## src/design/flr_pkg.sv

```systemverilog
// Shared constants, types and functions of the filtered line resampler.
package flr_pkg;

  localparam int unsigned MAX_LEN      = 1024;
  localparam int unsigned POS_W        = 10;
  localparam int unsigned LEN_W        = 11;
  localparam int unsigned CH_W         = 8;
  localparam int unsigned PIX_W        = 3 * CH_W;
  localparam int unsigned FRAC_BITS    = 8;
  localparam int unsigned MAX_RADIUS   = 8;
  localparam int unsigned RAD_W        = 4;
  localparam int unsigned WGT_W        = 16;
  localparam int unsigned WGT_ADDR_W   = 11;
  // Distances at or beyond this count give a Gaussian weight of zero.
  localparam int unsigned WGT_COUNT    = 1774;
  localparam int unsigned DIST_W       = 12;
  localparam int unsigned X_W          = 28;
  localparam int unsigned NUM_W        = 29;
  localparam int unsigned DEN_W        = 12;
  localparam int unsigned TAYLOR_ORDER = 12;
  localparam int unsigned T_W          = 37;

  localparam logic [T_W-1:0] LN2_Q32          = 37'd2977044472;
  localparam logic [31:0]    INV_SQRT_2PI_Q32 = 32'd1713444047;

  localparam logic OP_LOAD    = 1'b0;
  localparam logic OP_COMPUTE = 1'b1;

  typedef struct packed {
    logic             start;
    logic [NUM_W-1:0] num;
    logic [DEN_W-1:0] den;
  } div_req_t;

  typedef struct packed {
    logic             done;
    logic [NUM_W-1:0] quot;
  } div_rsp_t;

  // floor(2^32 / i) for the Taylor term divisors.
  function automatic logic [31:0] recip_q32(input logic [3:0] i);
    logic [31:0] r;
    unique case (i)
      4'd2:    r = 32'd2147483648;
      4'd3:    r = 32'd1431655765;
      4'd4:    r = 32'd1073741824;
      4'd5:    r = 32'd858993459;
      4'd6:    r = 32'd715827882;
      4'd7:    r = 32'd613566756;
      4'd8:    r = 32'd536870912;
      4'd9:    r = 32'd477218588;
      4'd10:   r = 32'd429496729;
      4'd11:   r = 32'd390451572;
      4'd12:   r = 32'd357913941;
      default: r = '0;
    endcase
    return r;
  endfunction

endpackage

```

## src/design/flr_pos_div.sv

```systemverilog
// Restoring divider for the sample position, one quotient bit per cycle.
module flr_pos_div (
  input  logic              clk_i,
  input  logic              rst_ni,
  input  flr_pkg::div_req_t req_i,
  output flr_pkg::div_rsp_t rsp_o
);

  localparam int unsigned CNT_W = $clog2(flr_pkg::NUM_W);

  logic                      busy_q;
  logic                      done_q;
  logic [CNT_W-1:0]          cnt_q;
  logic [flr_pkg::DEN_W-1:0] rem_q;
  logic [flr_pkg::DEN_W-1:0] den_q;
  logic [flr_pkg::NUM_W-1:0] quot_q;
  logic [flr_pkg::DEN_W:0]   trial;
  logic                      fits;

  assign trial = {rem_q, quot_q[flr_pkg::NUM_W-1]};
  assign fits  = trial >= {1'b0, den_q};

  always_ff @(posedge clk_i or negedge rst_ni) begin
    if (!rst_ni) begin
      busy_q <= 1'b0;
      done_q <= 1'b0;
      cnt_q  <= '0;
    end else begin
      done_q <= 1'b0;
      if (req_i.start) begin
        busy_q <= 1'b1;
        cnt_q  <= CNT_W'(flr_pkg::NUM_W - 1);
      end else if (busy_q) begin
        cnt_q <= cnt_q - 1'b1;
        if (cnt_q == '0) begin
          busy_q <= 1'b0;
          done_q <= 1'b1;
        end
      end
    end
  end

  always_ff @(posedge clk_i) begin
    if (req_i.start) begin
      rem_q  <= '0;
      den_q  <= req_i.den;
      quot_q <= req_i.num;
    end else if (busy_q) begin
      if (fits) begin
        rem_q <= flr_pkg::DEN_W'(trial - {1'b0, den_q});
      end else begin
        rem_q <= trial[flr_pkg::DEN_W-1:0];
      end
      quot_q <= {quot_q[flr_pkg::NUM_W-2:0], fits};
    end
  end

  assign rsp_o.done = done_q;
  assign rsp_o.quot = quot_q;

endmodule

```

## config.mk

```make
export PLATFORM = sky130hd
export DESIGN_NAME = flr_pos_div
export DESIGN_NICKNAME = d
export VERILOG_FILES = /design/src/design/flr_pkg.sv /design/src/design/flr_pos_div.sv
export SDC_FILE = /design/constraint.sdc
export NUM_CORES = 1
export LEC_CHECK = 0
export BUFFER_PORTS_ARGS = -buffer_cell sky130_fd_sc_hd__clkbuf_2
export CORE_ASPECT_RATIO = 0.6
export CORE_MARGIN = 2
export CORE_UTILIZATION = 35
export CTS_CLUSTER_SIZE = 10
export DETAILED_ROUTE_END_ITERATION = 16
export GPL_TIMING_DRIVEN = 0
export MAX_ROUTING_LAYER = met4
export PLACE_DENSITY = 0.56
export SYNTH_ARGS = -nofsm -noshare
export SYNTH_HDL_FRONTEND = slang
export SYNTH_SLANG_ARGS = --single-unit
```

## constraint.sdc

```tcl
create_clock -name clk_i -period 3.1 [get_ports clk_i]
set_clock_uncertainty 0.2 [all_clocks]
set_input_delay 0.775 -clock clk_i [delete_from_list [all_inputs] [get_ports clk_i]]
set_output_delay 0.775 -clock clk_i [all_outputs]
set_load 0.005 [all_outputs]
```

==> results by group <==
Final layout
  • Area Growth Syn to Fin: 27.6%
  • Layout cells sized above 1: 0.378
  • Ant diodes: 0
  • Commonest non-fill, non-tap cells in the layout: 73 x clkbuf_2, 41 x edfxtp_1, 29 x mux2_2, 24 x nand2_1, 21 x nor2_1
  • Fin cells: 464
  • Commonest non-fill, non-tap cell in the layout: clkbuf_2
  • Nets: a little over 400
  • Final Util: 0.462

Power and ir drop
  • Static Leak: about 1.7 nW
  • Peak VDD IR: approximately 0.34 mV
  • Psw: ~0.00053 W
  • Tot Pwr: roughly 0.0024 W
  • Power share of the combinational group: 0.107
  • Power per cell area: roughly 600 mW/mm^2
  • Pint: ~0.0018 W
  • Flop pwr share: 0.404
  • Sw Share: 0.222
  • Clk pwr share: 0.489

Outcome
  • Status: complete, no violations

Drt
  • Metal3 WL: a little under 400 microns
  • Top Layer Used: met4
  • Post-Route M1 WL: 3.51 mm
  • Drt total wl: a little under 7 mm
  • Met2 WL: 2.83 mm
  • DRT iter0 DRCs: about 130
  • 1st-pass router iterations: 4
  • Drt via density: between 4 and 5
  • Remaining design rule violation count: 0
  • Final ANT Viol Nets: 0
  • Routed length per instance: about 15 microns
  • Via count: around 2300

CTS
  • Worst skew pair latency: roughly 0.33 ns
  • CTS tree: yes
  • Cts repair resizes: 0
  • Clock buffer depth: 2
  • Hold buffers post-CTS: 0
  • Clock Pin Slew Worst Setup and Hold Paths: 0.06 ns
  • CTS root buffer: clkbuf_16
  • H-tree Lvls: 3
  • Inserted Clock Buffers: 9
  • Setup repair bufs after CTS: 0
  • Clock sink count: 60

GRT
  • Gr ovfl total: 0
  • Gr usage total: 0.156
  • Antenna violations before repair: 0
  • Pin count of the biggest net entering global routing: 30
  • First-pass GRT wire length: approximately 11 mm
  • Vias in the first global route: 2264

Worst setup path
  • Buffers & Inverters on Critical Path: 3
  • CP peak stage delay: about 0.66 ns
  • Worst Path Arrival: approximately 2.6 ns
  • Crit path max fanout: 29
  • Setup CP Type: input port to flop
  • CP max-delay cell: or2_2
  • Nature of the critical path endpoint: flop
  • CP delay by family, top: buffers and inverters
  • Worst endpoint required time: approximately 2.9 ns
  • Most common cell on crit path: clkbuf_1
  • CP Launch Type: input port
  • Critical-path cell list: clkbuf_2 -> clkbuf_1 -> clkbuf_1 -> or2_2

Logic synthesis
  • Syn avg cell area: about 12 sq um
  • Sequential area share after synthesis: 0.532
  • Synth cell types: 50
  • Post-synth EDFFs: between 40 and 50
  • Primary FF master, synth: edfxtp_1
  • Synth async-reset ratio: 0.117
  • Cells after synthesis: about 260
  • Syn Nets: ~320
  • Flops & latches, synth: 60
  • Mapped Area: around 0.0031 sq mm
  • YS warnings: 0

Floorplanning
  • Num rows: 26
  • Die Ht: approximately 77 microns
  • I/O pin count: 74
  • Core footprint: ~0.0086 sq mm
  • Die width: 125 microns
  • Die area: 0.00964 sq mm
  • Initial Utilization: 0.362

STA
  • Fin crit share: 0.907
  • Setup WS post-layout: roughly 0.29 ns
  • Max_slew headroom: 0.536
  • Peak Freq: 0.355 GHz
  • Final Hold Viols: 0
  • Crit path time final: about 2.8 ns
  • Pins Over Slew Limit: 0
  • Unrepaired setup endpoints after global routing: no
  • Slew @ Worst Pin: 0.697 ns
  • # setup viols final: 0

Place
  • Hpwl dp: between 5 and 6 mm
  • Placer Congestion: 0.777
  • Port bufs: 73
  • Placement Setup Slack: -0.118 ns
  • Placed Cells: ~450

Worst hold path
  • Worst hold path class: input port to asynchronous set/reset pin

Run
  • Number of max-cap violations: 0
[synth_stat cells, types with 2 or more instances]
cell / number / area share
edfxtp_1: 41 / 0.40
nor3b_1: 4 / 0.0097
a21oi_1: 7 / 0.011
dfxtp_1: 12 / 0.078
buf_4: 2 / 0.0048
mux2_2: 29 / 0.11
nand3_1: 5 / 0.0081
nor2b_1: 2 / 0.0040
a211oi_2: 2 / 0.0081
o21ai_0: 10 / 0.016
inv_1: 16 / 0.019
o21a_1: 3 / 0.0073
nand2_1: 24 / 0.029
clkbuf_1: 8 / 0.0097
or3_1: 3 / 0.0061
nor2_1: 21 / 0.025
dfrtp_1: 7 / 0.057
xor2_1: 4 / 0.011
ha_1: 14 / 0.057
nor3_1: 3 / 0.0048
a311oi_1: 7 / 0.020
a31oi_1: 3 / 0.0061
a41oi_1: 2 / 0.0057
a21o_1: 3 / 0.0073
xnor2_1: 6 / 0.017
[metal layers]
layer	global-route usage	vias to the layer above
met1	0.219	1068
met5	-	-
met3	0.0433	14
met2	0.215	55
li1	-	1133
met4	0.0567	0
[sequential cells by signal, indices dropped and copies added, names as in the netlist]
signal	count
quot_q	29
cnt_q	5
busy_q	1
rem_q	12
done_q	1
den_q	12
[through the flow]
stage	instance area, sq um	setup TNS [ns]	hold WS (ns)
after floorplan	3100	0	0.267
after global placement	3600	-2.64	0.303
after detailed placement	3600	-3.41	0.305
after CTS	3950	0	0.0722
after global routing	3950	0	0.0795
final	3950	0	0.0767
[area by class of cell]
type / instances / area (sq um)
fill: 819 / 4600
sequential: 60 / 1650
multi-input combinational: 174 / 1330
timing repair buffer: 73 / 365
clock buffer: 9 / 225
tap: 112 / 140
clock inverter: 7 / 124
inverter: 17 / 63.8
buffer: 12 / 60.1
[cells by family after synthesis]
group / share of synthesized area
adders and majority gates: 0.0630
xor gates and xnor gates: 0.0283
DFF: 0.532
buffers and inverters: 0.0400
and+or+nand+nor: 0.102
AOI/OAI and AO/OA: 0.122
muxes: 0.113
[worst paths after layout]
path                       cells after the start   endpoint        from  slack, ns
hold reg to reg                                2   rem_q[5]    rem_q[5]       0.31
setup reg to reg                               9   rem_q[6]  quot_q[28]       0.45
min in group clk_i                             2   rem_q[5]    rem_q[5]       0.31
hold / removal                                 1   cnt_q[1]      rst_ni       0.08
max in group asynchronous                      1   cnt_q[3]      rst_ni       2.45
setup / recovery                               4  quot_q[0]   req_i[41]       0.29
[power by group through the flow]
| stage | Combinational (W) | Clock (W) | Sequential (W) |
|---|---|---|---|
| floorplan | 0.000151 | 0 | 0.000973 |
| global placement | 0.000252 | 0 | 0.000974 |
| detailed placement | 0.000256 | 0 | 0.000977 |
| CTS | 0.000258 | 0.00118 | 0.000961 |
| global route | 0.000287 | 0.00122 | 0.000970 |
| finish | 0.000254 | 0.00116 | 0.000960 |
[worst register-to-register path, stage by stage (launching register included)]
cell      delay, ns
edfxtp_1       0.35
inv_1          0.07
ha_1           0.24
fa_1           0.42
nor2b_1        0.20
o21bai_1       0.08
a21boi_0       0.46
or3_1          0.18
nand3_1        0.08
a311oi_1       0.27
Note: power is estimated with default switching activity, not from simulation.
